==> src/gbu_ram.sv <==
// Generic single-write, single-read RAM with registered read data.
// Depends on nothing.
module gbu_ram #(
    parameter int unsigned WIDTH = 16,
    parameter int unsigned DEPTH = 16,
    localparam int unsigned AW = (DEPTH > 1) ? $clog2(DEPTH) : 1
) (
    input  logic             clk,
    input  logic             we,
    input  logic [AW-1:0]    waddr,
    input  logic [WIDTH-1:0] wdata,
    input  logic             re,
    input  logic [AW-1:0]    raddr,
    output logic [WIDTH-1:0] rdata
);

    logic [WIDTH-1:0] mem [DEPTH];

    always_ff @(posedge clk)
    begin
        if (we)
        begin
            mem[waddr] <= wdata;
        end
        if (re)
        begin
            rdata <= mem[raddr];
        end
    end

endmodule

==> config.mk <==
export PLATFORM = sky130hd
export DESIGN_NAME = gbu_ram
export DESIGN_NICKNAME = d
export VERILOG_FILES = /design/src/gbu_ram.sv
export SDC_FILE = /design/constraint.sdc
export NUM_CORES = 1
export LEC_CHECK = 0
export CAP_MARGIN = 20
export CORE_MARGIN = 2
export CORE_UTILIZATION = 70
export CTS_BUF_LIST = sky130_fd_sc_hd__clkbuf_8
export DETAILED_ROUTE_END_ITERATION = 6
export DONT_BUFFER_PORTS = 1
export PLACE_DENSITY = 0.86
export RECOVER_POWER = 100
export SKIP_CTS_REPAIR_TIMING = 1
export SYNTH_ARGS = -nofsm -noshare
export SYNTH_HDL_FRONTEND = slang
export SYNTH_SLANG_ARGS = --single-unit
==> constraint.sdc <==
create_clock -name clk -period 6.3 [get_ports clk]
set_input_delay 0.315 -clock clk [delete_from_list [all_inputs] [get_ports clk]]
set_output_delay 0.315 -clock clk [all_outputs]
set_load 0.05 [all_outputs]
==> impl_metrics.tcl <==
set metrics [dict create \
    dieArea_mm2 0.0156 \
    min-delay-start "waddr[0]" \
    yosys.area.top_type_share 0.800 \
    power_density_mw_per_mm2 312 \
    worstSkewPairLatency_ns 0.54 \
    antenna_found_initial 2 \
    ant_nets 0 \
    min_to "mem[0][1]" \
    hp-class "in -> reg" \
    track_usage 0.263 \
    synth_edf_count 272 \
    rsz0062_at_grt "no" \
    vdd_drop_max_mv 0.298 \
    dp_hpwl_mm 11.4 \
    synth.distinct_cells 18 \
    h-tree-depth 2 \
    finClkSkew_ns 0.0148 \
    dr.pass1.iters 5 \
    cap_viol_max_count 11 \
    post-route-min-period_ns 1.88 \
    dp.cells 602 \
    setup_viol 0 \
    avgSynthCellArea_um2 23.6 \
    netlist_top_cells_count "272 x edfxtp_1, 54 x mux4_2, 32 x a22oi_1" \
    ys_seq_area_frac 0.800 \
    required_ns 6.46 \
    setup.worst_path.class "in -> reg" \
    drive_gt1_frac 0.212 \
    ff2ff_setup_slack_ns 4.58 \
    synth_area_mm2 0.0102 \
    clock_sinks 272 \
    crit_chain "or3b_2 > nor3_1 > clkbuf_1" \
    synth_fp_nets 459 \
    yosysMostFrequentCell "edfxtp_1" \
    min_period_over_period 0.298 \
    multi_input_area_mm2 0.00191 \
    first_global_vias 4812 \
    reg2reg_depth 3 \
    synthArstFlopShare 0 \
    max_freq_mhz 533 \
    initial_core_util 0.710 \
    min_delay_path_depth 1 \
    wirelength_mm 19.7 \
    slew_violations 136 \
    cts_tree "done" \
    io_pins 43 \
    die_y_um 125 \
    finalHoldViolCount 0 \
    startpoint_type "primary input" \
    wl_per_cell_um 28.4 \
    clkTransAtPathRegs_ns 0.06 \
    num_rows 44 \
    die_w_um 125 \
    crit_fanout 11 \
    cts_buffers 42 \
    worst_slew_pin_slew_ns 1.74 \
    outcome "finished, violations left" \
    grt_pass1_wl_mm 29.4 \
    synth_area_leaders "edfxtp_1 80%, mux4_2 12%, mux4_1 2.6%, a22oi_1 2.4%, nand2_1 0.63%" \
    timing.rr.start "mem[0][1]" \
    yosysTopAreaCell "edfxtp_1" \
    nNetsFinal 506 \
    grt_max_degree 65 \
    utilization 0.783 \
    vias 4713 \
    finalSetupTns_ns 0 \
    fin_cells 695 \
    rr_endpoint "rdata[1]" \
    overflow 0 \
    ys.warnings.count 0 \
    dr.first_iter.drc_count 466 \
    cp-end-kind "register" \
    maxSlewHeadroom -0.164 \
    synthFlopType "edfxtp_1" \
    setup_ws_ns 4.42 \
    holdWs_ns 0.0822 \
    syn2layout_area_growth_pct 10.3 \
    seq_area_mm2 0.00817 \
    drc 0 \
    dp_slack_ns 4.34 \
    stdcell_area_mm2 0.0113 \
    slowest_stage "nor3_1" \
    slowest_delay_ns 0.62 \
    finalPower_mw 3.51 \
    port_buffers 0 \
    fillers 689 \
    violations "capacitance limit, slew limit" \
    arrival_ns 2.04 \
    vias_per_cell 6.78 \
    clockBufferDepth 3 \
    synth_seq_cells 272 \
    gp_congestion 0.764 \
    core_area_mm2 0.0144 \
    clock-root-buffer "clkbuf_8" \
    post_dp_cell_area_mm2 0.0104 \
    p_leak_nw 3.60 \
    syn_inst 432 \
]
worst max path at each step:
stage,from,end,slack [ns],depth (start not counted)
global route,waddr[2],mem[0][3],4.35,3
CTS,mem[0][1],rdata[1],4.60,3
finish,waddr[2],mem[0][2],4.42,3
floorplan,waddr[2],mem[0][0],3.93,2
global placement,waddr[2],mem[3][0],4.37,2
detailed placement,waddr[2],mem[3][2],4.34,2
area by class of cell:
class,instances,share of cell area
sequential,272,0.726
multi-input combinational,139,0.170
antenna,2,0.000445
clock buffer,45,0.0550
timing repair buffer,24,0.0185
clock inverter,29,0.0102
tap,184,0.0205
registers in the layout, summed over array words and instances (netlist names):
register / cells
mem: 256
rdata: 16
worst max-delay path: cells and delay by family:
| kind | cells | cell delay (ns) |
|---|---|---|
| AND/OR/NAND/NOR | 2 | 1.13 |
| buffers and inverters | 1 | 0.59 |
where the power goes:
group	internal [mW]	switching [mW]	total, mW
Sequential	2.04	0.0431	2.08
Clock	0.656	0.632	1.29
Combinational	0.0639	0.0770	0.141
Total	2.76	0.752	3.51
cells by family after synthesis:
kind of cell,count (synthesis),share of synthesized area
buffers and inverters,21,0.0121
flip-flops,272,0.800
AND/OR/NAND/NOR,43,0.0189
multiplexers,64,0.145
AO/OA/AOI/OAI,32,0.0235
cell usage in the layout (no fill, tap or decap), drive strengths merged:
master and count:
a22oi 32, and2 1, buf 3, clkbuf 49, clkinv 18, diode 2, dlygate4sd3 17, edfxtp 272
inv 11, mux4 64, nand2 17, nand2b 2, nand3 1, nand3b 2, nor2 13, nor2b 2
nor3 4, or3b 1
routing by layer:
metal | routed length, um | part of all wire | track usage
met1 | 7750 | 0.39 | 0.386
met3 | 1980 | 0.10 | 0.0739
met2 | 9730 | 0.49 | 0.406
met4 | 289 | 0.015 | 0.0681
met5 | 0 | 0 | 0
Note: power is estimated with default switching activity, not from simulation.
