**src/gbu_pkg.sv**
```systemverilog
// Shared types, constants and helpers for the GB2312 to UTF-8 transcoder.
// No dependencies; gbu_front, gbu_queue, gbu_back and the top level import this package.
package gbu_pkg;

    localparam int unsigned DEF_ROWS    = 94;
    localparam int unsigned DEF_COLS    = 94;
    localparam int unsigned QUEUE_DEPTH = 4;
    localparam int unsigned CP_W        = 16;

    localparam logic [7:0] GB_FIRST  = 8'hA1;
    localparam logic [7:0] GB_LAST   = 8'hFE;
    localparam logic [7:0] ASCII_MAX = 8'h7F;
    localparam logic [15:0] TWO_BYTE_MAX = 16'h07FF;
    localparam logic [7:0] LEAD2_MARK = 8'hC0;
    localparam logic [7:0] LEAD3_MARK = 8'hE0;
    localparam logic [7:0] CONT_MARK  = 8'h80;

    localparam logic KIND_LOAD = 1'b0;
    localparam logic KIND_TEXT = 1'b1;

    localparam logic [1:0] ERR_OK       = 2'd0;
    localparam logic [1:0] ERR_RANGE    = 2'd1;
    localparam logic [1:0] ERR_DANGLING = 2'd2;

    typedef enum logic {
        OP_BYTE = 1'b0,
        OP_CP   = 1'b1
    } op_t;

    typedef enum logic [2:0] {
        STEP_0 = 3'b001,
        STEP_1 = 3'b010,
        STEP_2 = 3'b100
    } step_t;

    typedef struct packed {
        op_t              op;
        logic [CP_W-1:0]  value;
        logic [1:0]       err;
    } entry_t;

    function automatic logic [7:0] gb_offset(logic [7:0] b);
        return b - GB_FIRST;
    endfunction

    function automatic logic gb_ok(logic [7:0] b, int unsigned limit);
        logic [7:0] idx;
        idx = b - GB_FIRST;
        return (b >= GB_FIRST) && (b <= GB_LAST) && ({24'b0, idx} < limit);
    endfunction

endpackage

```
**src/gbu_queue.sv**
```systemverilog
// Short register queue between front and back end.
// Uses gbu_pkg for the entry type.
module gbu_queue
    import gbu_pkg::*;
#(
    parameter int unsigned DEPTH = QUEUE_DEPTH,
    localparam int unsigned PW = (DEPTH > 1) ? $clog2(DEPTH) : 1,
    localparam int unsigned CW = $clog2(DEPTH + 1)
) (
    input  logic   clk,
    input  logic   rst_n,
    input  logic   push,
    input  entry_t push_entry,
    output logic   full,
    input  logic   pop,
    output entry_t head,
    output logic   empty
);

    entry_t         slots [DEPTH];
    logic [PW-1:0]  wr_ptr_reg, wr_ptr_next;
    logic [PW-1:0]  rd_ptr_reg, rd_ptr_next;
    logic [CW-1:0]  count_reg, count_next;
    logic           do_push, do_pop;

    assign full    = count_reg == CW'(DEPTH);
    assign empty   = count_reg == '0;
    assign do_push = push && !full;
    assign do_pop  = pop && !empty;
    assign head    = slots[rd_ptr_reg];

    always_comb
    begin
        wr_ptr_next = wr_ptr_reg;
        rd_ptr_next = rd_ptr_reg;
        count_next  = count_reg;
        if (do_push)
        begin
            wr_ptr_next = (wr_ptr_reg == PW'(DEPTH - 1)) ? '0 : wr_ptr_reg + 1'b1;
        end
        if (do_pop)
        begin
            rd_ptr_next = (rd_ptr_reg == PW'(DEPTH - 1)) ? '0 : rd_ptr_reg + 1'b1;
        end
        if (do_push && !do_pop)
        begin
            count_next = count_reg + 1'b1;
        end
        else if (do_pop && !do_push)
        begin
            count_next = count_reg - 1'b1;
        end
    end

    always_ff @(posedge clk or negedge rst_n)
    begin
        if (!rst_n)
        begin
            wr_ptr_reg <= '0;
            rd_ptr_reg <= '0;
            count_reg  <= '0;
        end
        else
        begin
            wr_ptr_reg <= wr_ptr_next;
            rd_ptr_reg <= rd_ptr_next;
            count_reg  <= count_next;
        end
    end

    always_ff @(posedge clk)
    begin
        if (do_push)
        begin
            slots[wr_ptr_reg] <= push_entry;
        end
    end

endmodule

```
**config.mk**
```make
export PLATFORM = sky130hd
export DESIGN_NAME = gbu_queue
export DESIGN_NICKNAME = d
export VERILOG_FILES = /design/src/gbu_pkg.sv /design/src/gbu_queue.sv
export SDC_FILE = /design/constraint.sdc
export NUM_CORES = 1
export LEC_CHECK = 0
export BUFFER_PORTS_ARGS = -buffer_cell sky130_fd_sc_hd__clkbuf_2
export CAP_MARGIN = 5
export CELL_PAD_IN_SITES_DETAIL_PLACEMENT = 1
export CELL_PAD_IN_SITES_GLOBAL_PLACEMENT = 1
export CORE_MARGIN = 2
export CORE_UTILIZATION = 30
export DETAILED_ROUTE_END_ITERATION = 10
export GPL_TIMING_DRIVEN = 0
export PLACE_DENSITY = 0.58
export SYNTH_ARGS = -nofsm -noshare
export SYNTH_HDL_FRONTEND = slang
export SYNTH_SLANG_ARGS = --single-unit
export TNS_END_PERCENT = 20
```
**constraint.sdc**
```tcl
create_clock -name clk -period 2.84 [get_ports clk]
set_clock_uncertainty 0.15 [all_clocks]
set_input_delay 0.71 -clock clk [delete_from_list [all_inputs] [get_ports clk]]
set_output_delay 0.71 -clock clk [all_outputs]
set_load 0.1 [all_outputs]
```
==> results of run 1 <==
-- metrics by stage --
| step | hold WS, ns | cells |
|---|---|---|
| 6_report | 0.0459 | 331 |
| 5_1_grt | 0.0251 | 331 |
| 4_1_cts | 0.0248 | 331 |
| 3_5_place_dp | 0.407 | 315 |
| 3_3_place_gp | 0.400 | 315 |
| 2_1_floorplan | 0.264 | 136 |
-- cells in the mapped netlist, drive strengths merged --
library cell and count:
a21o 1, and2 4, buf 4, clkbuf 1, dfrtp 7, edfxtp 76
fa 1, ha 6, inv 3, mux2 4, mux4 19, nor2 2
nor2b 1, nor3 2, nor3b 1, o31ai 1, xnor2 1, xor2 2
-- metal layers --
layer / GRT usage / routed length, um / vias up
li1: - / - / 661
met2: 0.176 / 2830 / 34
met1: 0.133 / 2450 / 749
met3: 0.0517 / 279 / 5
met4: 0.0362 / 50 / 0
met5: 0 / 0 / -
-- timing repair --
action                                  4_1_cts  5_1_grt
gates resized for setup                      20        2
endpoints found under the setup margin       18        9
gates cloned                                  0        0
-- cell usage in the layout (no fill, tap or decap) --
| cell type | n |
|---|---|
| a21o_1 | 1 |
| and2_1 | 4 |
| buf_2 | 2 |
| buf_6 | 2 |
| bufinv_16 | 3 |
| clkbuf_1 | 2 |
| clkbuf_2 | 26 |
| clkbuf_4 | 18 |
| clkbuf_8 | 10 |
| dfrtp_1 | 7 |
| edfxtp_1 | 76 |
| fa_1 | 1 |
| ha_1 | 6 |
| inv_1 | 3 |
| inv_6 | 1 |
| mux2_2 | 2 |
| mux2_4 | 2 |
| mux4_2 | 19 |
| nor2_1 | 2 |
| nor2b_1 | 1 |
| nor3_1 | 1 |
| nor3_2 | 1 |
| nor3b_4 | 1 |
| o31ai_2 | 1 |
| xnor2_1 | 1 |
| xor2_1 | 2 |
-- final timing paths --
check	startpoint	to	slack, ns
worst max register to register	count_reg[2]$_DFFE_PN0P_	slots[0][17]$_DFFE_PP_	0.54
min in group clk	count_reg[2]$_DFFE_PN0P_	count_reg[2]$_DFFE_PN0P_	0.42
worst max-delay path	rd_ptr_reg[0]$_DFFE_PN0P_	head[0]	0.13
worst min register to register	count_reg[2]$_DFFE_PN0P_	count_reg[2]$_DFFE_PN0P_	0.42
worst min-delay path	rst_n	count_reg[2]$_DFFE_PN0P_	0.05
max in group asynchronous	rst_n	rd_ptr_reg[0]$_DFFE_PN0P_	2.32
-- layout make-up --
class,instances,area [um2],area share
plain buffers,5,37.5,0.00969
clock buffers,12,145,0.0375
clock inverters,4,98.8,0.0255
inverters,3,11.3,0.00291
multi-input cells,45,694,0.179
flip-flops and latches,83,2460,0.634
well taps,136,170,0.0439
repair buffers,43,260,0.0672
-- critical path: cells and delay by family (launching register included) --
| kind | cells | cell delay (ns) |
|---|---|---|
| muxes | 1 | 0.53 |
| DFF | 1 | 0.45 |
| buffers and inverters | 2 | 0.52 |
-- kinds of logic (layout without fill, tap and decap cells) --
group                    Yosys count  after routing  synth area share
XOR/XNOR                           3              3           0.00827
buffers and inverters              8             67            0.0118
AND/OR/NAND/NOR                   10             10            0.0193
AO/OA/AOI/OAI                      2              2           0.00630
adder cells (fa/ha/maj)            7              7            0.0299
flip-flops                        83             83             0.773
multiplexers                      23             23             0.151
==> flow_summary.toml, run 1 <==
[routing]
wl_per_cell_um = 16.9
drc = 0
dr.pass1.iters = 6
antenna_left = 0
drt-vias-per-instance = 4.38
routed_wl_um = 5610
via_count = 1449
drt_iter0_drc = 55

[setup_path]
critical_path.cell_chain = "buf_6, mux4_2, clkbuf_4"
crit_arrival_ns = 1.85
cp-end-kind = "primary output"
ff2ff_path_depth = 4
cp_slowest_stage_delay_ns = 0.53
cp-start-kind = "flop"
crit_path_top_delay_cell = "mux4_2"
cp_max_fo = 10
critPathRequiredTime_ns = 1.98
path_class = "flop to primary output"

[synth]
netlist-cell-type-count = 20
yosysTopAreaCell = "edfxtp_1"
synth.yosys.seq_area_share = 0.773
synth_area_um2 = 3180
yosys.area.top_type_share = 0.718
synth_warnings = 0
synth-seq-cells = 83
syn_inst = 136
netlist_top_cells_area = "edfxtp_1, mux4_2, dfrtp_1"
avgSynthCellArea_um2 = 23.4
synth_nets = 166

[sta]
min_period_over_period = 0.955
tightestPinTransition_ns = 1.05
layout_setup_ws_ns = 0.129
setup_viol = 0
hold_violations = 0
rsz0062_at_grt = "false"
finalCriticalPeriod_ns = 2.71
slew_headroom = 0.300
totalNegativeSetupSlack_ns = 0
slew_viol_final = 0
fmax_mhz = 369

[place]
dpl_cell_area_um2 = 3570
dpl.hpwl_um = 3600
place_congestion = 0.645
portBuffers = 43
post-place-ws_ns = 0.267

[clock_tree]
holdBufCountCts = 0
clock-sinks = 83
cts_buffers = 9
cts_root_buf = "clkbuf_8"
cts_max_level = 3
clockBufferDepth = 2
post_cts_buffers = 0
cts.reportedPaths.clkPinSlew_ns = 0.08
clk_latency_ns = 0.34
cts_tree = "done"

[final_layout]
synthToLayoutAreaGrowth_pct = 21.9
utilization = 0.375
diodes = 0
finalInstanceArea_um2 = 3870
drive_gt1_frac = 0.451
nNetsFinal = 220
largest_reg_flops = 76
fill_cells = 1000

[floorplan]
num_rows = 37
core_area_um2 = 10300
die_w_um = 107
die_h_um = 107
dieArea_um2 = 11400
ios = 44
initial_utilization = 0.308

[global_routing]
grt_usage = 0.110
grt_pass1_vias = 1654
grt-ovfl-total = 0
grt_pass1_wl_um = 9090
antenna_found_initial = 0
grt_start_max_net_pins = 20

[status]
outcome = "finished, final reports clean"

[hold_path]
hold_class = "primary input to async pin"

[flow_run]
cap_violations = 0
Power of run 1 is not shown: default switching activity piles up to over one toggle a cycle in this logic, so the estimate is an artifact.
==> inputs of run 2 (changes only) <==
- CORE_MARGIN: 2 -> 4
==> run 2 against run 1 <==
Compared with the run above:
- flip-flop and latch count stayed put
- core utilization is 0.11 points lower
- wire length is 3.2% higher
- clock-buffer cell count is 2 lower
- critical endpoint is now head[14]
==> flow_summary.toml, run 2 (synthesis gave the netlist of run 1 again) <==
[routing]
drt_iter0_drc = 44
drc = 0
via_count = 1449
drt-vias-per-instance = 4.38
routed_wl_um = 5790
dr.pass1.iters = 4
antenna_left = 0
wl_per_cell_um = 17.5

[setup_path]
path_class = "flop to primary output"
crit_buf_inv = 2
startpoint = "rd_ptr_reg[0]$_DFFE_PN0P_"
cp_max_fo = 10
r2r-start = "count_reg[2]$_DFFE_PN0P_"
cp_slowest_stage_delay_ns = 0.54
crit_family = "buffers and inverters"
cp-start-kind = "flop"
critical_path.cell_chain = "buf_4, mux4_2, clkbuf_4"
cp-end-kind = "primary output"
crit_arrival_ns = 1.88
crit_path_top_delay_cell = "mux4_2"
critPathRequiredTime_ns = 1.98

[place]
dpl.hpwl_um = 3620
placedCellCount = 315
place_congestion = 0.669
portBuffers = 43
dpl_cell_area_um2 = 3570

[floorplan]
dieArea_um2 = 12300
die_h_um = 111
die_w_um = 111
ios = 44
initial_utilization = 0.308
num_rows = 37
core_area_um2 = 10300

[clock_tree]
clock-sinks = 83
holdBufCountCts = 0
clockBufferDepth = 2
cts_root_buf = "clkbuf_8"
cts_tree = "done"
clk_latency_ns = 0.34
cts_max_level = 3
cts_buffers = 9
cts.reportedPaths.clkPinSlew_ns = 0.08

[global_routing]
grt_usage = 0.101
grt_pass1_wl_um = 9290
grt_start_max_net_pins = 20
grt_pass1_vias = 1695
antenna_found_initial = 0
grt-ovfl-total = 0

[sta]
finalCriticalPeriod_ns = 2.74
tightestPinTransition_ns = 1.10
hold_violations = 0
fmax_mhz = 365
totalNegativeSetupSlack_ns = 0
rsz0062_at_grt = "true"
setup_viol = 0
min_period_over_period = 0.963
slew_headroom = 0.266
slew_viol_final = 0

[final_layout]
fill_cells = 1005
largest_reg_flops = 76
nNetsFinal = 220
mostFrequentLayoutCells = "edfxtp_1, clkbuf_2, mux4_2"
diodes = 0
finalNonFillerCells = 331
synthToLayoutAreaGrowth_pct = 21.6
final_common_cell = "edfxtp_1"
finalInstanceArea_um2 = 3860
drive_gt1_frac = 0.456

[flow_run]
cap_violations = 0

[hold_path]
hold_class = "primary input to async pin"

[status]
outcome = "finished, final reports clean"
==> run 2: cell count changes in the layout (fill, tap and decap cells not counted) <==
| cell | delta |
|---|---|
| buf_4 | +2 |
| clkinv_4 | +1 |
| buf_6 | -2 |
| clkbuf_8 | -1 |
| clkinv_2 | +1 |
| clkbuf_1 | -1 |
==> run 2: worst reg2reg max path, cell delays in order, from the launching register on <==
cell     delay (ns)
dfrtp_1        0.44
nor3b_4        0.18
nor2b_1        0.10
buf_2          0.19
and2_1         0.88
==> run 2: final cells by class <==
class / instances / area, um2 / share of cell area
Multi-Input combinational cell: 45 / 694 / 0.180
Buffer: 5 / 30.0 / 0.00777
Tap cell: 136 / 170 / 0.0440
Clock inverter: 6 / 113 / 0.0291
Timing Repair Buffer: 43 / 260 / 0.0674
Inverter: 3 / 11.3 / 0.00291
Sequential cell: 83 / 2460 / 0.636
Clock buffer: 10 / 128 / 0.0330
==> run 2: metal layers <==
layer  up-vias  routed length (um)  global-route usage  part of all wire
li1        660                   -                   -                 -
met1       746                2390               0.114              0.41
met2        35                2960               0.170              0.51
met3         8                 349              0.0415             0.060
met4         0                  85              0.0394             0.015
met5         -                   0                   0                 0
==> run 2: path summary, 6_finish.rpt <==
| path | to | slack [ns] | depth (start not counted) |
|---|---|---|---|
| setup / recovery | head[14] | 0.10 | 3 |
| hold / removal | count_reg[2]$_DFFE_PN0P_ | 0.05 | 1 |
| hold reg to reg | count_reg[2]$_DFFE_PN0P_ | 0.42 | 1 |
| min in group clk | count_reg[2]$_DFFE_PN0P_ | 0.42 | 1 |
| max in group asynchronous | rd_ptr_reg[0]$_DFFE_PN0P_ | 2.32 | 1 |
| setup reg to reg | slots[0][4]$_DFFE_PP_ | 0.51 | 4 |
==> run 2: timing repair <==
item                       4_1_cts  5_1_grt
gates resized for setup         20        0
setup endpoints to repair       18        5
buffers inserted                 0        0
==> run 2: per-stage QoR <==
step	util	setup slack, ns	hold slack [ns]
finish	0.374	0.104	0.0461
global route	0.374	-0.0144	0.0298
global placement	0.346	0.255	0.404
detailed placement	0.346	0.250	0.409
floorplan	-	0.0116	0.264
CTS	0.374	0.0351	0.0351
Power of run 2 is left out for the same reason.
