===== config.mk =====
export PLATFORM = sky130hd
export DESIGN_NAME = gbu_back_flat
export DESIGN_NICKNAME = d
export VERILOG_FILES = /design/src/gbu_pkg.sv /design/src/gbu_out_if.sv /design/src/gbu_back.sv /design/src/flat_wrapper.sv
export SDC_FILE = /design/constraint.sdc
export NUM_CORES = 1
export LEC_CHECK = 0
export BUFFER_PORTS_ARGS = -buffer_cell sky130_fd_sc_hd__buf_2
export CORE_UTILIZATION = 44
export CTS_CLUSTER_SIZE = 40
export DETAILED_ROUTE_END_ITERATION = 12
export GPL_ROUTABILITY_DRIVEN = 0
export PLACE_DENSITY = 0.76
export SLEW_MARGIN = 5
export SYNTH_ARGS = -nofsm -noshare
export SYNTH_HDL_FRONTEND = slang
export SYNTH_SLANG_ARGS = --single-unit

===== constraint.sdc =====
create_clock -name clk -period 2.16 [get_ports clk]
set_input_delay 0.432 -clock clk [delete_from_list [all_inputs] [get_ports clk]]
set_output_delay 0.432 -clock clk [all_outputs]
set_load 0.01 [all_outputs]

===== src/gbu_pkg.sv =====
// Shared types, constants and helpers for the GB2312 to UTF-8 transcoder.
// No dependencies; gbu_front, gbu_queue, gbu_back and the top level import this package.
package gbu_pkg;

    localparam int unsigned DEF_ROWS    = 94;
    localparam int unsigned DEF_COLS    = 94;
    localparam int unsigned QUEUE_DEPTH = 4;
    localparam int unsigned CP_W        = 16;

    localparam logic [7:0] GB_FIRST  = 8'hA1;
    localparam logic [7:0] GB_LAST   = 8'hFE;
    localparam logic [7:0] ASCII_MAX = 8'h7F;
    localparam logic [15:0] TWO_BYTE_MAX = 16'h07FF;
    localparam logic [7:0] LEAD2_MARK = 8'hC0;
    localparam logic [7:0] LEAD3_MARK = 8'hE0;
    localparam logic [7:0] CONT_MARK  = 8'h80;

    localparam logic KIND_LOAD = 1'b0;
    localparam logic KIND_TEXT = 1'b1;

    localparam logic [1:0] ERR_OK       = 2'd0;
    localparam logic [1:0] ERR_RANGE    = 2'd1;
    localparam logic [1:0] ERR_DANGLING = 2'd2;

    typedef enum logic {
        OP_BYTE = 1'b0,
        OP_CP   = 1'b1
    } op_t;

    typedef enum logic [2:0] {
        STEP_0 = 3'b001,
        STEP_1 = 3'b010,
        STEP_2 = 3'b100
    } step_t;

    typedef struct packed {
        op_t              op;
        logic [CP_W-1:0]  value;
        logic [1:0]       err;
    } entry_t;

    function automatic logic [7:0] gb_offset(logic [7:0] b);
        return b - GB_FIRST;
    endfunction

    function automatic logic gb_ok(logic [7:0] b, int unsigned limit);
        logic [7:0] idx;
        idx = b - GB_FIRST;
        return (b >= GB_FIRST) && (b <= GB_LAST) && ({24'b0, idx} < limit);
    endfunction

endpackage


===== src/gbu_out_if.sv =====
// Output channel of the transcoder: one UTF-8 byte or error result per transaction.
// Depends on nothing.
interface gbu_out_if;
    logic       valid;
    logic       ready;
    logic [7:0] out_byte;
    logic       last;
    logic [1:0] error_kind;

    modport source (output valid, out_byte, last, error_kind, input ready);
    modport sink   (input valid, out_byte, last, error_kind, output ready);
endinterface


===== src/gbu_back.sv =====
// Back end: expands queued entries into UTF-8 bytes, one output transaction per cycle while utf8_out.ready is high.
// Uses gbu_pkg and gbu_out_if.
module gbu_back
    import gbu_pkg::*;
(
    input  logic      clk,
    input  logic      rst_n,
    input  entry_t    head,
    input  logic      empty,
    output logic      pop,
    gbu_out_if.source utf8_out
);

    step_t      step_reg, step_next;
    logic       ov_reg, ov_next;
    logic [7:0] byte_reg, byte_next;
    logic       last_reg, last_next;
    logic [1:0] err_reg, err_next;
    logic       load;
    logic       three;
    logic [15:0] v;

    assign v     = head.value;
    assign three = v > TWO_BYTE_MAX;
    assign load  = !empty && (!ov_reg || utf8_out.ready);

    always_comb
    begin
        byte_next = {4'h0, v[15:12]} | LEAD3_MARK;
        last_next = 1'b0;
        err_next  = head.err;
        case (head.op)
            OP_CP:
            begin
                unique case (step_reg)
                    STEP_0:
                    begin
                        byte_next = three ? ({4'h0, v[15:12]} | LEAD3_MARK)
                                          : ({3'b000, v[10:6]} | LEAD2_MARK);
                    end
                    STEP_1:
                    begin
                        byte_next = three ? ({2'b00, v[11:6]} | CONT_MARK)
                                          : ({2'b00, v[5:0]} | CONT_MARK);
                        last_next = !three;
                    end
                    STEP_2:
                    begin
                        byte_next = {2'b00, v[5:0]} | CONT_MARK;
                        last_next = 1'b1;
                    end
                    default:
                    begin
                        byte_next = 8'h00;
                        last_next = 1'b1;
                    end
                endcase
            end
            default:
            begin
                byte_next = v[7:0];
                last_next = 1'b1;
            end
        endcase
    end

    always_comb
    begin
        pop       = load && last_next;
        step_next = step_reg;
        ov_next   = ov_reg && !utf8_out.ready;
        if (load)
        begin
            ov_next = 1'b1;
            if (last_next)
            begin
                step_next = STEP_0;
            end
            else
            begin
                unique case (step_reg)
                    STEP_0:  step_next = STEP_1;
                    STEP_1:  step_next = STEP_2;
                    default: step_next = STEP_0;
                endcase
            end
        end
    end

    always_ff @(posedge clk or negedge rst_n)
    begin
        if (!rst_n)
        begin
            step_reg <= STEP_0;
            ov_reg   <= 1'b0;
        end
        else
        begin
            step_reg <= step_next;
            ov_reg   <= ov_next;
        end
    end

    always_ff @(posedge clk)
    begin
        if (load)
        begin
            byte_reg <= byte_next;
            last_reg <= last_next;
            err_reg  <= err_next;
        end
    end

    assign utf8_out.valid      = ov_reg;
    assign utf8_out.out_byte   = byte_reg;
    assign utf8_out.last       = last_reg;
    assign utf8_out.error_kind = err_reg;

endmodule


===== src/flat_wrapper.sv =====
// flat-port wrapper written by rule: the top's interface ports become plain ports
module gbu_back_flat import gbu_pkg::*;
  (clk, rst_n, head, empty, pop, utf8_out_valid, utf8_out_out_byte, utf8_out_last, utf8_out_error_kind, utf8_out_ready);
  gbu_out_if utf8_out_i ();
  input  logic clk;
  input  logic rst_n;
  input  entry_t head;
  input  logic empty;
  output logic pop;
  output wire logic [$bits(utf8_out_i.valid)-1:0] utf8_out_valid;
  output wire logic [$bits(utf8_out_i.out_byte)-1:0] utf8_out_out_byte;
  output wire logic [$bits(utf8_out_i.last)-1:0] utf8_out_last;
  output wire logic [$bits(utf8_out_i.error_kind)-1:0] utf8_out_error_kind;
  input wire logic [$bits(utf8_out_i.ready)-1:0] utf8_out_ready;
  assign utf8_out_valid = utf8_out_i.valid;
  assign utf8_out_out_byte = utf8_out_i.out_byte;
  assign utf8_out_last = utf8_out_i.last;
  assign utf8_out_error_kind = utf8_out_i.error_kind;
  assign utf8_out_i.ready = utf8_out_ready;
  gbu_back u_core (.clk(clk), .rst_n(rst_n), .head(head), .empty(empty), .pop(pop), .utf8_out(utf8_out_i));
endmodule

==> key figures, run 1 <==
Clock network
  – Skew-Pair Late Insertion Delay: 0.28 ns
  – Resize count post-CTS: 0
  – CTS tree: done
  – Clock H-tree levels: 1
  – Clock Path Buffers: 2
  – CTS hold repair buffers: 1
  – Post-CTS Setup Bufs: 0
  – Clk sinks: 15
  – Clk slew on worst S/H paths: 0.09 ns
  – CTS Buf Count: 3
  – Root buffer cell: clkbuf_4

Global routing
  – GR peak layer: met2
  – GR Util met3: 4.583%
  – Initial antenna violation count: 0
  – Overflow after GRT: 0
  – Global-route wire length before repair: 2.794 mm
  – Pin count of the biggest net entering global routing: 12
  – Met1 usage: 25.74%
  – Vias in the first global route: 632
  – Grt met2 use: 32.84%
  – Total GRT Usage: 20.64%

STA
  – Fin. Hold Viols: 0
  – Fmax: 481.5 MHz
  – Finish-stage setup viols: 0
  – Unrepaired setup endpoints after global routing: false
  – Slew Viols, Final: 0
  – Slew headroom: 71.43%
  – Skew final: 0.001799 ns
  – Min Tclk post-route: 2.077 ns
  – Final setup TNS: 0 ns
  – Tightest Pin Transition: 0.4280 ns
  – Final worst-path cycle share: 96.15%

Synthesis
  – Syn nets: 96
  – Simple-Gate Fraction of Synth Area: 18.06%
  – Adder-cell share of the synthesized area: 0%
  – #FFs+latches synth: 15
  – Post-Syn Area: 775.7 um2
  – Area leader, netlist: edfxtp_1
  – Largest cells by area after synthesis: edfxtp_1 (43%), dfrtp_1 (9.7%), nand2_1 (5.8%)
  – Compound-gate portion of the synthesized area: 22.10%
  – Sequential fraction of the synthesis area: 55.65%
  – Top cell type's share of synthesized area: 42.58%
  – Mapped Cells: 73
  – Yosys warning total: 0
  – Unique masters post-synth: 26
  – Post-Synth XOR/XNOR Area: 1.129%
  – Post-synthesis mux area share: 0%
  – Syn avg cell area: 10.63 um2
  – Main combinational cell family by area after synthesis: compound AO/OA/AOI/OAI gates

Detailed routing
  – Iter 0 DRT Violations: 14
  – Total Wirelength: 1.801 mm
  – Pre-Repair DR Iteration Count: 6
  – Via-to-Cell Ratio: 5.477
  – # DRC: 0
  – DR WL/cell: 13.64 um
  – Final ANT Viol Nets: 0
  – DR vias: 723

Setup path
  – Crit Path Max Fanout: 3
  – Reg-to-reg slack, setup: 0.37 ns
  – CP Capture Type: output port
  – Worst setup SP type: input port
  – CP required: 1.73 ns
  – WS Path Type: in2out
  – Crit path DAT: 1.64 ns

Cells and area
  – # fillers: 129
  – Most frequent cells in the layout: buf_2 (35), nand2_1 (12), edfxtp_1 (11)
  – Multi-input gate area: 320.3 um2
  – Ant diodes: 0
  – Share of cells above drive strength 1: 42.24%
  – Synth-to-Final Area Change: 33.71%
  – Post-Route Utilization: 65.79%
  – Sequential cell area: 431.7 um2
  – NumNets Final: 140
  – Most common cell after layout, fill and taps aside: buf_2
  – Max reg flops: 8

Placement
  – HPWL after DPL: 1.338 mm
  – IO buf count: 35

Die
  – Die width: 43.99 um
  – Die H: 43.99 um
  – Boundary pin count: 36
  – Row cnt: 14
  – Core Area: 0.001577 mm2
  – Initial Utilization: 49.21%
  – Die ar.: 0.001935 mm2

Run status
  – Status: finished, final reports clean

Min path
  – Worst hold path class: in2reg

Power and ir drop
  – Worst IR Drop VDD: 0.4264 mV
  – Leakage: 0.4660 nW
  – Pwr/cell area: 676.9 mW/mm2

Job
  – Max Cap Viol: 0
==> cell families (layout without fill, tap and decap cells) <==
kind of cell,count (synthesis),in the layout
flip-flops,15,15
AO/OA/AOI/OAI,24,24
AND/OR/NAND/NOR,27,27
buffers and inverters,6,49
XOR/XNOR,1,1
==> where the power goes <==
group	switching [mW]	internal (mW)	total (mW)	leakage (nW)
Sequential	0.0195	0.347	0.366	0.154
Clock	0.0919	0.0685	0.160	0.0177
Combinational	0.0948	0.0807	0.176	0.295
Total	0.206	0.496	0.702	0.466
==> path summary, 6_finish.rpt <==
kind | endpoint | cells past startpoint | startpoint
worst max register to register | u_core.utf8_out.out_byte[4] | 3 | u_core.step_reg[2]
min in group asynchronous | u_core.utf8_out.valid | 2 | rst_n
worst max-delay path | pop | 6 | head[16]
max in group asynchronous | u_core.step_reg[0] | 2 | rst_n
worst min register to register | u_core.step_reg[0] | 2 | u_core.step_reg[0]
worst min-delay path | u_core.utf8_out.valid | 2 | empty
==> metrics by stage <==
step | hold slack, ns | cells | setup WS (ns) | total power [mW] | area (um2)
final | 0.3213 | 132 | 0.08317 | 0.7021 | 1037
after global routing | 0.3008 | 132 | 0.03648 | 0.7428 | 1037
after CTS | 0.3231 | 132 | 0.07118 | 0.7007 | 1037
after detailed placement | 0.2418 | 127 | 0.07881 | 0.5448 | 999.7
after global placement | 0.2353 | 127 | 0.09328 | 0.5390 | 999.7
after floorplan | 0.1364 | 73 | 0.1656 | 0.4646 | 775.7
==> cell usage after synthesis (all sizes together) <==
| master | count |
|---|---|
| xor2 | 1 |
| dfrtp | 3 |
| nor2b | 3 |
| or4 | 1 |
| nor4 | 1 |
| nand2b | 4 |
| o21ai | 6 |
| inv | 4 |
| nor2 | 3 |
| o31ai | 2 |
| a32o | 1 |
| nor3b | 1 |
| o211ai | 2 |
| o22ai | 1 |
| or3b | 1 |
| a22o | 2 |
| buf | 2 |
| o221ai | 3 |
| a21oi | 7 |
| edfxtp | 11 |
| dfstp | 1 |
| nand2 | 12 |
| or4b | 1 |
==> worst max-delay path: stages <==
cell and delay (ns):
buf_2 0.11, or4_1 0.59, o21ai_4 0.15, a21oi_1 0.10
nor2_1 0.12, buf_2 0.14
==> final cells by class <==
cell class                 instances  share of cell area (%)
tap                               16                   1.930
clock buffer                       3                   2.171
inverter                           4                   1.448
sequential                        15                   41.62
multi-input combinational         52                   30.88
timing repair buffer              41                   21.47
clock inverter                     1                  0.4825
==> per-layer routing <==
layer,vias up,wire [um],share of wire [%]
li1,360,-,-
met1,330,815,45
met2,27,831,46
met3,6,85,4.7
met4,0,68,3.8
met5,-,0,0
Power figures use the tool's default switching activity.
==> run 2: changes to the inputs <==
==> constraint.sdc (replaced) <==
create_clock -name clk -period 2.16 [get_ports clk]
set_input_delay 0.216 -clock clk [delete_from_list [all_inputs] [get_ports clk]]
set_output_delay 0.216 -clock clk [all_outputs]
set_load 0.01 [all_outputs]
==> run 2 against run 1 <==
  * Die area unchanged
  * Maximum frequency up 12%
  * Register-to-register slack about the same
  * Total power down 2.2%
  * Core utilization down 1.9 points
  * Clock skew up 0.0046 ns
  * Clock power about the same
  * Sequential share of layout area up 1.2 points
  * Global-route usage down 1.6 points
  * Worst setup slack better by 0.22 ns
  * Non-clock buffer count down 4
==> key figures, run 2 (synthesis gave the netlist of run 1 again) <==
Power and ir drop
  – Pwr/cell area: 681.8 mW/mm2
  – Gate power share: 23.8%
  – Int Power: 0.4869 mW
  – Clk pwr share: 23.1%
  – Worst IR Drop VDD: 0.4527 mV
  – Sw frac: 29.09%
  – Switching Power: 0.1998 mW
  – Flop pwr share: 53.1%
  – Leakage: 0.4476 nW

Detailed routing
  – DR vias: 692
  – DR WL/cell: 13.07 um
  – # DRC: 0
  – Pre-Repair DR Iteration Count: 6
  – Final ANT Viol Nets: 0
  – Iter 0 DRT Violations: 36
  – Via-to-Cell Ratio: 5.406
  – Total Wirelength: 1.673 mm

Setup path
  – Largest stage delay, worst path: 0.45 ns
  – Crit path max-delay cell type: dfrtp_1
  – WS Path Type: reg2out
  – CP Capture Type: output port
  – CP Cell Sequence: nor2b_1 -> o21ai_4 -> a21oi_1 -> nor2_1 -> buf_2
  – Worst setup SP type: flop
  – Crit path DAT: 1.64 ns
  – CP required: 1.94 ns
  – Crit Path Max Fanout: 8

Global routing
  – Initial antenna violation count: 0
  – Global-route wire length before repair: 2.656 mm
  – Overflow after GRT: 0
  – Total GRT Usage: 19.08%
  – Vias in the first global route: 625
  – Pin count of the biggest net entering global routing: 12

Cells and area
  – Sequential cell area: 431.7 um2
  – # fillers: 137
  – Most common cell after layout, fill and taps aside: buf_2
  – Ant diodes: 0
  – Share of cells above drive strength 1: 40.18%
  – Max reg flops: 8
  – Most frequent cells in the layout: buf_2 (35), nand2_1 (12), edfxtp_1 (11)
  – Synth-to-Final Area Change: 29.84%
  – Multi-input gate area: 320.3 um2
  – NumNets Final: 136

Min path
  – Worst hold path class: in2reg

Placement
  – HPWL after DPL: 1.267 mm
  – IO buf count: 35

STA
  – Fin. Hold Viols: 0
  – Min Tclk post-route: 1.858 ns
  – Tightest Pin Transition: 0.4942 ns
  – Slew headroom: 66.99%
  – Final setup TNS: 0 ns
  – Final worst-path cycle share: 86.01%
  – Finish-stage setup viols: 0
  – Skew final: 0.006449 ns
  – Unrepaired setup endpoints after global routing: false
  – Fmax: 538.3 MHz
  – Hold_ws: 0.09410 ns
  – Slew Viols, Final: 0

Die
  – Die ar.: 0.001935 mm2
  – Die width: 43.99 um
  – Core Area: 0.001577 mm2
  – Initial Utilization: 49.21%
  – Boundary pin count: 36
  – Die H: 43.99 um
  – Row cnt: 14

Clock network
  – Clk slew on worst S/H paths: 0.10 ns
  – Clock Path Buffers: 2
  – Clk sinks: 15
  – Resize count post-CTS: 0
  – Skew-Pair Late Insertion Delay: 0.28 ns
  – CTS tree: done
  – Root buffer cell: clkbuf_4
  – Clock H-tree levels: 1
  – CTS Buf Count: 3

Run status
  – Status: finished, final reports clean

Job
  – Max Cap Viol: 0
-- run 2: power groups by stage --
stage / Combinational, mW / Sequential (mW) / Clock, mW
floorplan: 0.0862 / 0.378 / 0
global placement: 0.158 / 0.370 / 0
detailed placement: 0.161 / 0.371 / 0
CTS: 0.163 / 0.365 / 0.162
global route: 0.183 / 0.367 / 0.176
finish: 0.163 / 0.365 / 0.159
-- run 2: critical path: cells and delay by family (launching register included) --
| kind | cells | cell delay (ns) |
|---|---|---|
| buffers and inverters | 1 | 0.14 |
| AO/OA/AOI/OAI | 2 | 0.40 |
| AND/OR/NAND/NOR | 2 | 0.36 |
| flip-flops | 1 | 0.45 |
-- run 2: worst paths after layout --
check | slack, ns | from | endpoint | cells after the start
min in group asynchronous | 0.26 | rst_n | u_core.step_reg[1] | 2
hold reg to reg | 0.51 | u_core.utf8_out.valid | u_core.utf8_out.valid | 2
setup / recovery | 0.30 | u_core.step_reg[1] | pop | 5
setup reg to reg | 0.38 | u_core.step_reg[2] | u_core.utf8_out.out_byte[5] | 4
max in group asynchronous | 1.69 | rst_n | u_core.step_reg[0] | 2
hold / removal | 0.09 | empty | u_core.utf8_out.valid | 2
-- run 2: layout make-up --
class | instances | share of cell area, %
tap | 16 | 1.988
clock buffer | 3 | 2.236
clock inverter | 1 | 0.4969
sequential | 15 | 42.86
multi-input combinational | 52 | 31.80
timing repair buffer | 37 | 19.13
inverter | 4 | 1.491
-- run 2: timing repair --
| item | CTS | global route |
|---|---|---|
| endpoints found under the hold margin | 4 | 0 |
| buffers inserted | 0 | 0 |
| hold buffers | 1 | 0 |
-- run 2: metrics by stage --
step                utilization (%)  area (um2)  instances  setup slack, ns  total power, mW
floorplan                         -       775.7         73           0.5398           0.4646
global placement              61.51       969.7        123           0.3326           0.5282
detailed placement            61.51       969.7        123           0.2961           0.5324
CTS                           63.89        1007        128           0.3013           0.6893
global route                  63.89        1007        128           0.1305           0.7263
finish                        63.89        1007        128           0.3021           0.6867
-- run 2: routing by layer --
metal / track usage (%) / vias to the layer above / part of all wire, % / wire length [um]
li1: - / 352 / - / -
met4: 10.30 / 0 / 1.6 / 26
met2: 30.45 / 26 / 49 / 826
met5: 0 / - / 0 / 0
met3: 4.583 / 2 / 5.3 / 88
met1: 23.86 / 312 / 44 / 730
