==> src/gbu_pkg.sv <==
// Shared types, constants and helpers for the GB2312 to UTF-8 transcoder.
// No dependencies; gbu_front, gbu_queue, gbu_back and the top level import this package.
package gbu_pkg;

    localparam int unsigned DEF_ROWS    = 94;
    localparam int unsigned DEF_COLS    = 94;
    localparam int unsigned QUEUE_DEPTH = 4;
    localparam int unsigned CP_W        = 16;

    localparam logic [7:0] GB_FIRST  = 8'hA1;
    localparam logic [7:0] GB_LAST   = 8'hFE;
    localparam logic [7:0] ASCII_MAX = 8'h7F;
    localparam logic [15:0] TWO_BYTE_MAX = 16'h07FF;
    localparam logic [7:0] LEAD2_MARK = 8'hC0;
    localparam logic [7:0] LEAD3_MARK = 8'hE0;
    localparam logic [7:0] CONT_MARK  = 8'h80;

    localparam logic KIND_LOAD = 1'b0;
    localparam logic KIND_TEXT = 1'b1;

    localparam logic [1:0] ERR_OK       = 2'd0;
    localparam logic [1:0] ERR_RANGE    = 2'd1;
    localparam logic [1:0] ERR_DANGLING = 2'd2;

    typedef enum logic {
        OP_BYTE = 1'b0,
        OP_CP   = 1'b1
    } op_t;

    typedef enum logic [2:0] {
        STEP_0 = 3'b001,
        STEP_1 = 3'b010,
        STEP_2 = 3'b100
    } step_t;

    typedef struct packed {
        op_t              op;
        logic [CP_W-1:0]  value;
        logic [1:0]       err;
    } entry_t;

    function automatic logic [7:0] gb_offset(logic [7:0] b);
        return b - GB_FIRST;
    endfunction

    function automatic logic gb_ok(logic [7:0] b, int unsigned limit);
        logic [7:0] idx;
        idx = b - GB_FIRST;
        return (b >= GB_FIRST) && (b <= GB_LAST) && ({24'b0, idx} < limit);
    endfunction

endpackage

==> src/gbu_in_if.sv <==
// Input channel of the transcoder: table loads and GB2312 text bytes.
// Depends on nothing.
interface gbu_in_if;
    logic       valid;
    logic       ready;
    logic       kind;
    logic [7:0] data_byte;
    logic [6:0] table_row;
    logic [6:0] table_col;
    logic [15:0] code_point;
    logic       end_of_text;

    modport source (output valid, kind, data_byte, table_row, table_col, code_point,
                    end_of_text, input ready);
    modport sink   (input valid, kind, data_byte, table_row, table_col, code_point,
                    end_of_text, output ready);
endinterface

==> src/gbu_front.sv <==
// Front end: accepts input transactions, writes table loads, tracks the lead byte,
// classifies text bytes and issues table reads. Uses gbu_pkg and gbu_in_if.
module gbu_front
    import gbu_pkg::*;
#(
    parameter int unsigned ROWS = DEF_ROWS,
    parameter int unsigned COLS = DEF_COLS,
    localparam int unsigned ADDR_W = (ROWS * COLS > 1) ? $clog2(ROWS * COLS) : 1
) (
    input  logic              clk,
    input  logic              rst_n,
    gbu_in_if.sink            text_in,
    output logic              ram_we,
    output logic [ADDR_W-1:0] ram_waddr,
    output logic [CP_W-1:0]   ram_wdata,
    output logic              ram_re,
    output logic [ADDR_W-1:0] ram_raddr,
    input  logic [CP_W-1:0]   ram_rdata,
    output logic              push,
    output entry_t            push_entry,
    input  logic              q_full
);

    logic       lead_pending_reg, lead_pending_next;
    logic [6:0] lead_row_reg, lead_row_next;
    logic       s1_valid_reg, s1_valid_next;
    op_t        s1_op_reg, s1_op_next;
    logic [7:0] s1_byte_reg, s1_byte_next;
    logic [1:0] s1_err_reg, s1_err_next;
    logic       s1_load;
    logic       accept;
    logic [7:0] offs;
    logic       row_ok, col_ok;

    assign push           = s1_valid_reg && !q_full;
    assign text_in.ready  = !s1_valid_reg || !q_full;
    assign accept         = text_in.valid && text_in.ready;
    assign offs           = gb_offset(text_in.data_byte);
    assign row_ok         = {1'b0, text_in.table_row} < 8'(ROWS);
    assign col_ok         = {1'b0, text_in.table_col} < 8'(COLS);

    assign ram_wdata = text_in.code_point;
    assign ram_waddr = ADDR_W'({7'b0, text_in.table_row} * 14'(COLS)
                               + {7'b0, text_in.table_col});
    assign ram_raddr = ADDR_W'({7'b0, lead_row_reg} * 14'(COLS) + {7'b0, offs[6:0]});

    always_comb
    begin
        lead_pending_next = lead_pending_reg;
        lead_row_next     = lead_row_reg;
        s1_valid_next     = s1_valid_reg && !push;
        s1_load           = 1'b0;
        s1_op_next        = OP_BYTE;
        s1_byte_next      = 8'h00;
        s1_err_next       = ERR_OK;
        ram_we            = 1'b0;
        ram_re            = 1'b0;
        if (accept)
        begin
            if (text_in.kind == KIND_LOAD)
            begin
                ram_we = row_ok && col_ok;
            end
            else if (lead_pending_reg)
            begin
                lead_pending_next = 1'b0;
                s1_load           = 1'b1;
                if (gb_ok(text_in.data_byte, COLS))
                begin
                    s1_op_next = OP_CP;
                    ram_re     = 1'b1;
                end
                else
                begin
                    s1_err_next = ERR_RANGE;
                end
            end
            else if (text_in.data_byte <= ASCII_MAX)
            begin
                s1_load      = 1'b1;
                s1_byte_next = text_in.data_byte;
            end
            else if (gb_ok(text_in.data_byte, ROWS))
            begin
                if (text_in.end_of_text)
                begin
                    s1_load     = 1'b1;
                    s1_err_next = ERR_DANGLING;
                end
                else
                begin
                    lead_pending_next = 1'b1;
                    lead_row_next     = offs[6:0];
                end
            end
            else
            begin
                s1_load     = 1'b1;
                s1_err_next = ERR_RANGE;
            end
        end
        if (s1_load)
        begin
            s1_valid_next = 1'b1;
        end
    end

    always_ff @(posedge clk or negedge rst_n)
    begin
        if (!rst_n)
        begin
            lead_pending_reg <= 1'b0;
            lead_row_reg     <= 7'd0;
            s1_valid_reg     <= 1'b0;
        end
        else
        begin
            lead_pending_reg <= lead_pending_next;
            lead_row_reg     <= lead_row_next;
            s1_valid_reg     <= s1_valid_next;
        end
    end

    always_ff @(posedge clk)
    begin
        if (s1_load)
        begin
            s1_op_reg   <= s1_op_next;
            s1_byte_reg <= s1_byte_next;
            s1_err_reg  <= s1_err_next;
        end
    end

    always_comb
    begin
        push_entry.op  = s1_op_reg;
        push_entry.err = s1_err_reg;
        case (s1_op_reg)
            OP_CP:   push_entry.value = ram_rdata;
            default: push_entry.value = {8'h00, s1_byte_reg};
        endcase
    end

endmodule

==> src/flat_wrapper.sv <==
// flat-port wrapper written by rule: the top's interface ports become plain ports
module gbu_front_flat import gbu_pkg::*;
#(
    parameter int unsigned ROWS = DEF_ROWS,
    parameter int unsigned COLS = DEF_COLS,
    localparam int unsigned ADDR_W = (ROWS * COLS > 1) ? $clog2(ROWS * COLS) : 1
)
  (clk, rst_n, ram_we, ram_waddr, ram_wdata, ram_re, ram_raddr, ram_rdata, push, push_entry, q_full, text_in_valid, text_in_kind, text_in_data_byte, text_in_table_row, text_in_table_col, text_in_code_point, text_in_end_of_text, text_in_ready);
  gbu_in_if text_in_i ();
  input  logic clk;
  input  logic rst_n;
  output logic ram_we;
  output logic [ADDR_W-1:0] ram_waddr;
  output logic [CP_W-1:0] ram_wdata;
  output logic ram_re;
  output logic [ADDR_W-1:0] ram_raddr;
  input  logic [CP_W-1:0] ram_rdata;
  output logic push;
  output entry_t push_entry;
  input  logic q_full;
  input wire logic [$bits(text_in_i.valid)-1:0] text_in_valid;
  input wire logic [$bits(text_in_i.kind)-1:0] text_in_kind;
  input wire logic [$bits(text_in_i.data_byte)-1:0] text_in_data_byte;
  input wire logic [$bits(text_in_i.table_row)-1:0] text_in_table_row;
  input wire logic [$bits(text_in_i.table_col)-1:0] text_in_table_col;
  input wire logic [$bits(text_in_i.code_point)-1:0] text_in_code_point;
  input wire logic [$bits(text_in_i.end_of_text)-1:0] text_in_end_of_text;
  output wire logic [$bits(text_in_i.ready)-1:0] text_in_ready;
  assign text_in_i.valid = text_in_valid;
  assign text_in_i.kind = text_in_kind;
  assign text_in_i.data_byte = text_in_data_byte;
  assign text_in_i.table_row = text_in_table_row;
  assign text_in_i.table_col = text_in_table_col;
  assign text_in_i.code_point = text_in_code_point;
  assign text_in_i.end_of_text = text_in_end_of_text;
  assign text_in_ready = text_in_i.ready;
  gbu_front #(.ROWS(ROWS), .COLS(COLS)) u_core (.clk(clk), .rst_n(rst_n), .text_in(text_in_i), .ram_we(ram_we), .ram_waddr(ram_waddr), .ram_wdata(ram_wdata), .ram_re(ram_re), .ram_raddr(ram_raddr), .ram_rdata(ram_rdata), .push(push), .push_entry(push_entry), .q_full(q_full));
endmodule
==> config.mk <==
export PLATFORM = sky130hd
export DESIGN_NAME = gbu_front_flat
export DESIGN_NICKNAME = d
export VERILOG_FILES = /design/src/gbu_pkg.sv /design/src/gbu_in_if.sv /design/src/gbu_front.sv /design/src/flat_wrapper.sv
export SDC_FILE = /design/constraint.sdc
export NUM_CORES = 1
export LEC_CHECK = 0
export BUFFER_PORTS_ARGS = -buffer_cell sky130_fd_sc_hd__buf_2
export CAP_MARGIN = 0
export CORE_MARGIN = 5
export CORE_UTILIZATION = 44
export CTS_CLUSTER_SIZE = 28
export DETAILED_ROUTE_END_ITERATION = 16
export GPL_TIMING_DRIVEN = 0
export PLACE_DENSITY = 0.72
export SYNTH_ARGS = -nofsm -noshare
export SYNTH_HDL_FRONTEND = slang
export SYNTH_SLANG_ARGS = --single-unit
export TNS_END_PERCENT = 20
==> constraint.sdc <==
create_clock -name clk -period 9.3 [get_ports clk]
set_clock_uncertainty 0.2 [all_clocks]
set_input_delay 1.86 -clock clk [delete_from_list [all_inputs] [get_ports clk]]
set_output_delay 1.86 -clock clk [all_outputs]
set_load 0.005 [all_outputs]
==> run_results.csv, run 1 <==
group,metric,value,unit
sta,finalCritPeriodShare,83.66,%
clocking,cts_buffer_depth,2,
clocking,path_clk_slew,0.08,ns
sta,period_minus_slack,7.780,ns
synthesis,yosys-top-cells-count,"81 x inv_1, 70 x ha_1, 30 x fa_1",
sta,setup_tns,0,ns
drt,finalWirelength,8.599,mm
setup_path,rr_startpoint,"u_core.s1_valid_reg",
floorplan,ios,127,
clocking,cts_root_buf,"clkbuf_8",
sta,hold_viol_final,0,
grt,grt_max_degree,12,
sta,maxSlewViolCount,0,
cells_and_area,largest_reg_flops,8,
cells_and_area,finalNetCount,707,
placed_design,gp_congestion,0.8767,
clocking,hold_buffers,0,
drt,ant_nets,0,
setup_path,worstSetupStartpointType,"primary input",
synthesis,ys_types,54,
clocking,postCtsSetupBuffers,0,
synthesis,ys_warn_count,0,
floorplan,start_util,45.12,%
placed_design,io_buffers,109,
grt,grt_pass1_vias,3351,
worst_hold_path,min_from,"u_core.s1_valid_reg",
drt,wl_per_cell,13.15,microns
grt,antenna_found_initial,0,
synthesis,synth.most_common_cell,"inv_1",
setup_path,critPathKind,"in -> out",
synthesis,ys_seq_area_share,14.12,%
setup_path,cp.required,7.24,ns
drt,drc_errors,0,
synthesis,synth_seq_cells,20,
grt,grt_first_pass_wirelength,15.11,mm
synthesis,synth.top_cell.area_share,22.26,%
synthesis,synth_enable_flop_cells,11,
clocking,cts.sinks,20,
synthesis,synth_fp_nets,593,
synthesis,synth_area_leaders,"ha_1 22%, fa_1 15%, edfxtp_1 8.4%",
setup_path,crit_arrival,5.72,ns
drt,vias_per_cell,4.937,
drt,drt_iter0_drc,117,
synthesis,syn_inst,433,
sta,worstMarginPinSlew,0.8419,ns
synthesis,netlist_area,3935,sq um
floorplan,die_h,104.6,microns
synthesis,avgSynthCellArea,9.088,sq um
floorplan,coreArea,8721,sq um
drt,dr.pass1.iters,4,
sta,rsz0062_at_grt,"false",
synthesis,synth.largest_area_cell,"ha_1",
grt,grt_overflow,0,
clocking,cts_resized,0,
drt,num_vias,3229,
cells_and_area,drive_gt1_share,27.29,%
sta,relSlewSlack,43.67,%
sta,fmax,128.5,MHz
flow_run,drv_cap,0,
setup_path,end_kind,"primary output",
setup_path,critPathLaunch,"text_in_table_row[4]",
cells_and_area,diodes,0,
setup_path,worstPathMaxFanout,5,
worst_hold_path,hp-class,"reg -> reg",
clocking,htree_levels,1,
clocking,clk_latency,0.25,ns
cells_and_area,num-fill-cells,819,
floorplan,die_x,104.6,microns
sta,setup_violations,0,
cells_and_area,synthToLayoutAreaGrowth,18.44,%
grt,gr-usage-all-layers,15.85,%
synthesis,async_reset_ff_share,45.00,%
outcome,status,"finished clean",
clocking,numCtsBuffers,3,
placed_design,dpl.hpwl,7.596,mm
synthesis,ys.flop_type,"edfxtp_1",
floorplan,rows,34,
floorplan,die_area,10930,sq um
clocking,cts_tree,"built",
## cells by family after synthesis
group | Yosys count | share of synthesized area, %
AO/OA/AOI/OAI | 62 | 10.56
other | 1 | 0.09530
flip-flops | 20 | 14.12
adder cells (fa/ha/maj) | 100 | 37.52
XOR/XNOR | 39 | 8.681
multiplexers | 15 | 4.579
AND/OR/NAND/NOR | 93 | 12.62
buffers and inverters | 103 | 11.83
## routing by layer
layer / track usage [%] / wire length [microns]
met5: 0 / 0
met4: 2.648 / 71
met1: 20.26 / 3810
met2: 28.51 / 4181
met3: 2.713 / 536
## critical path, stage by stage
cell and delay [ns]:
buf_2 0.16, inv_1 0.11, fa_1 0.57, fa_1 0.45, fa_1 0.55, inv_1 0.04, ha_1 0.35, a21o_1 0.21
a221oi_1 0.35, xnor2_1 0.21, nand3_1 0.15, or3_1 0.40, xnor2_1 0.16, buf_2 0.14
## final cells by class
class | count | area [sq um] | share of cell area [%]
multi-input combinational | 310 | 2914 | 62.52
sequential | 20 | 555.5 | 11.92
timing repair buffer | 109 | 545.5 | 11.70
inverter | 81 | 304.0 | 6.523
buffer | 22 | 161.4 | 3.463
tap | 108 | 135.1 | 2.899
clock buffer | 4 | 45.04 | 0.9664
## through the flow
stage,cells,utilization [%],hold slack [ns],cell area [sq um],setup WS [ns]
2_1_floorplan,433,-,0.3239,3935,2.070
3_3_place_gp,650,52.93,0.3642,4616,1.619
3_5_place_dp,650,52.93,0.3655,4616,1.528
4_1_cts,654,53.44,0.3853,4661,1.509
5_1_grt,654,53.44,0.4333,4661,1.347
6_report,654,53.44,0.3808,4661,1.520
## placed cells by master, fill, tap and decap left out, types with 2 or more instances in the layout
cell type and n:
a21boi_0 2, nand3_1 9, dfrtp_1 9, o21a_1 2, or3_1 2, nor4_1 2
inv_1 81, and2_1 15, o21ai_0 9, nand4_1 3, nor3_1 2, a211o_1 2
buf_2 109, and4b_1 2, or2_2 2, xor2_1 11, nand2_1 21, o22ai_1 2
o31ai_1 2, nand3b_1 2, buf_4 19, a21o_1 12, clkbuf_8 3, xnor2_1 28
mux2_2 8, nor2_1 16, a21oi_1 14, a31oi_1 4, nand2b_1 5, o211ai_1 2
clkbuf_1 3, mux2i_1 3, nor2b_1 6, fa_1 30, ha_1 70, edfxtp_1 11
mux2_4 4
## path summary, 6_finish.rpt
kind                       cells after the start  slack, ns                       to
max                                           14       1.52            ram_waddr[11]
min                                            2       0.38      u_core.s1_valid_reg
max reg2reg                                    3       7.21    u_core.s1_byte_reg[5]
min reg2reg                                    2       0.38      u_core.s1_valid_reg
max in group asynchronous                      1       7.45   u_core.lead_row_reg[4]
min in group asynchronous                      1       1.25  u_core.lead_pending_reg
Power of run 1 is not shown: default switching activity piles up to over one toggle a cycle in this logic, so the estimate is an artifact.
==> inputs of run 2 (changes only) <==
--- a/config.mk
+++ b/config.mk
@@ -5,6 +5,7 @@
 export SDC_FILE = /design/constraint.sdc
 export NUM_CORES = 1
 export LEC_CHECK = 0
+export ABC_AREA = 1
 export BUFFER_PORTS_ARGS = -buffer_cell sky130_fd_sc_hd__buf_2
 export CAP_MARGIN = 0
 export CORE_MARGIN = 5
@@ -12,7 +13,7 @@
 export CTS_CLUSTER_SIZE = 28
 export DETAILED_ROUTE_END_ITERATION = 16
 export GPL_TIMING_DRIVEN = 0
-export PLACE_DENSITY = 0.72
+export PLACE_DENSITY = 0.7
 export SYNTH_ARGS = -nofsm -noshare
 export SYNTH_HDL_FRONTEND = slang
 export SYNTH_SLANG_ARGS = --single-unit
==> constraint.sdc (replaced) <==
create_clock -name clk -period 7.9 [get_ports clk]
set_clock_uncertainty 0.2 [all_clocks]
set_input_delay 1.58 -clock clk [delete_from_list [all_inputs] [get_ports clk]]
set_output_delay 1.58 -clock clk [all_outputs]
set_load 0.005 [all_outputs]
==> run_results.csv, run 2 <==
group,metric,value,unit
cells_and_area,multi_input_area,3146,sq um
sta,worstMarginPinSlew,0.5606,ns
synthesis,ys_seq_area_share,12.61,%
floorplan,die_h,110.1,microns
setup_path,crit_arrival,5.30,ns
sta,rsz0062_at_grt,"false",
drt,finalWirelength,9.234,mm
drt,dr.pass1.iters,5,
setup_path,r2r_end,"u_core.s1_op_reg",
synthesis,synth_enable_flop_cells,11,
setup_path,path_delay_family,"adder cells",
synthesis,netlist_area,4407,sq um
setup_path,rr_startpoint,"u_core.s1_valid_reg",
synthesis,synth_seq_cells,20,
floorplan,die_x,110.1,microns
sta,setup_violations,0,
cells_and_area,seqCellArea,555.5,sq um
clocking,clk_latency,0.26,ns
synthesis,syn_inst,608,
flow_run,drv_cap,0,
setup_path,path_common_cell,"nand2_1",
sta,hold_viol_final,0,
placed_design,io_buffers,109,
setup_path,cp.required,6.12,ns
worst_hold_path,min_from,"u_core.s1_valid_reg",
cells_and_area,finalNetCount,882,
sta,finalCritPeriodShare,89.63,%
synthesis,synth_area_leaders,"ha_1 20%, fa_1 14%, inv_1 12%",
clocking,cts_root_buf,"clkbuf_8",
drt,wl_per_cell,10.81,microns
synthesis,ys_types,37,
pwr,max-vdd-ir-drop,0.0002871,V
synthesis,ys.flop_type,"edfxtp_1",
clocking,cts_tree,"built",
cells_and_area,fin_area,5190,sq um
floorplan,die_area,12120,sq um
drt,ant_nets,0,
setup_path,worstSetupStartpointType,"primary input",
floorplan,coreArea,9774,sq um
floorplan,start_util,45.08,%
setup_path,r2r_slack,6.10,ns
floorplan,rows,36,
cells_and_area,largest_reg_flops,8,
placed_design,gp_congestion,0.8578,
drt,drt_iter0_drc,62,
sta,period_minus_slack,7.081,ns
cells_and_area,drive_gt1_share,23.58,%
synthesis,synth.largest_area_cell,"ha_1",
drt,num_vias,3979,
cells_and_area,final_core_util,53.10,%
placed_design,placement.cell_area,5119,sq um
cells_and_area,final_cell_mix,"144 x inv_1, 144 x nand2_1, 109 x buf_2, 70 x ha_1, 40 x nand3_1",
drt,vias_per_cell,4.659,
clocking,postCtsSetupBuffers,0,
setup_path,critPathKind,"in -> out",
sta,fmax,141.2,MHz
pwr,power.total,1.772,mW
clocking,cts_resized,0,
sta,relSlewSlack,62.42,%
clocking,cts.sinks,20,
setup_path,end_kind,"primary output",
grt,gr-usage-all-layers,15.87,%
setup_path,critPathSlowestCell,"fa_1",
setup_path,slowest_delay,0.57,ns
grt,grt_overflow,0,
grt,antenna_found_initial,0,
worst_hold_path,hold_depth,2,
placed_design,dpl.hpwl,8.419,mm
grt,grt_first_pass_wirelength,16.09,mm
sta,maxSlewViolCount,0,
outcome,status,"finished clean",
setup_path,crit_chain,"buf_2 > inv_1 > fa_1 > inv_1 > ha_1 > fa_1 > inv_1 > fa_1 > xnor2_1 > ha_1 > nand2_1 > nor2_1 > nand2_1 > nand3_1 > nand2_2 > nor2_4 > nand2_2 > nor2_4 > nand2_1 > nand2_1 > nand2_1 > inv_1 > buf_2",
clocking,hold_buffers,0,
synthesis,async_reset_ff_share,45.00,%
synthesis,yosys-top-cells-count,"144 x inv_1, 144 x nand2_1, 70 x ha_1",
sta,fin_ws,0.8192,ns
synthesis,avgSynthCellArea,7.248,sq um
placed_design,dp_slack,0.7686,ns
cells_and_area,diodes,0,
setup_path,critPathLaunch,"text_in_table_row[2]",
pwr,power_leakage,3.145,nW
floorplan,ios,127,
grt,grt_pass1_vias,3939,
clocking,htree_levels,1,
setup_path,worstPathMaxFanout,4,
synthesis,synth.top_cell.area_share,19.88,%
pwr,power_density,341.5,nW/um^2
setup_path,worst-path-stages,23,
grt,grt_max_degree,13,
worst_hold_path,hp-class,"reg -> reg",
worst_hold_path,holdPathEnd,"u_core.s1_valid_reg",
clocking,path_clk_slew,0.07,ns
setup_path,r2r_cells,7,
cells_and_area,synthToLayoutAreaGrowth,17.77,%
sta,setup_tns,0,ns
drt,drc_errors,0,
cells_and_area,num-fill-cells,958,
clocking,numCtsBuffers,3,
clocking,cts_buffer_depth,2,
synthesis,synth_fp_nets,768,
synthesis,ys_warn_count,0,
setup_path,critPathBufInv,6,
run 2: worst max path at each step:
stage | end | slack [ns]
final | ram_waddr[13] | 0.82
after global routing | ram_waddr[13] | 0.56
after CTS | ram_waddr[13] | 0.78
after detailed placement | ram_waddr[13] | 0.77
after global placement | ram_waddr[13] | 0.83
after floorplan | ram_waddr[13] | 1.28
run 2: report_power, final:
part / internal (mW) / leakage, nW / switching [mW] / total, mW
registers: 0.122 / 0.224 / 0.0192 / 0.141
clock network: 0.0676 / 0.0357 / 0.0324 / 0.0999
logic: 0.643 / 2.89 / 0.888 / 1.53
run 2: cell type report:
cell class	instances	share of cell area, %
plain buffers	21	2.893
clock buffers	3	0.7956
multi-input cells	419	60.61
flip-flops and latches	20	10.70
repair buffers	109	10.51
clock inverters	1	0.5786
inverters	148	10.70
well taps	133	3.206
run 2: logic make-up after synthesis:
logic type / synth area share (%)
and+or+nand+nor: 27.40
buffers and inverters: 16.01
adders and majority gates: 33.50
AOI/OAI and AO/OA: 3.549
xor gates and xnor gates: 4.799
DFF: 12.61
muxes: 2.044
other: 0.08510
run 2: metal layers:
metal	share of wire, %	GRT usage, %	wire length (microns)
met5	0	0	0
met4	0.83	2.582	77
met3	4.9	1.223	449
met2	52	31.80	4823
met1	42	18.36	3884
run 2: stage by stage:
step	instances	hold slack (ns)
3_3_place_gp	850	0.3225
4_1_cts	854	0.3391
5_1_grt	854	0.3647
2_1_floorplan	608	0.3080
6_report	854	0.3318
3_5_place_dp	850	0.3203
run 2: worst register-to-register path: cells and delay by family (launching register included):
family | cells | cell delay (ns)
buffers and inverters | 2 | 0.23
DFF | 1 | 0.38
and+or+nand+nor | 5 | 0.82
No activity file was read; power rests on OpenSTA's default activity.
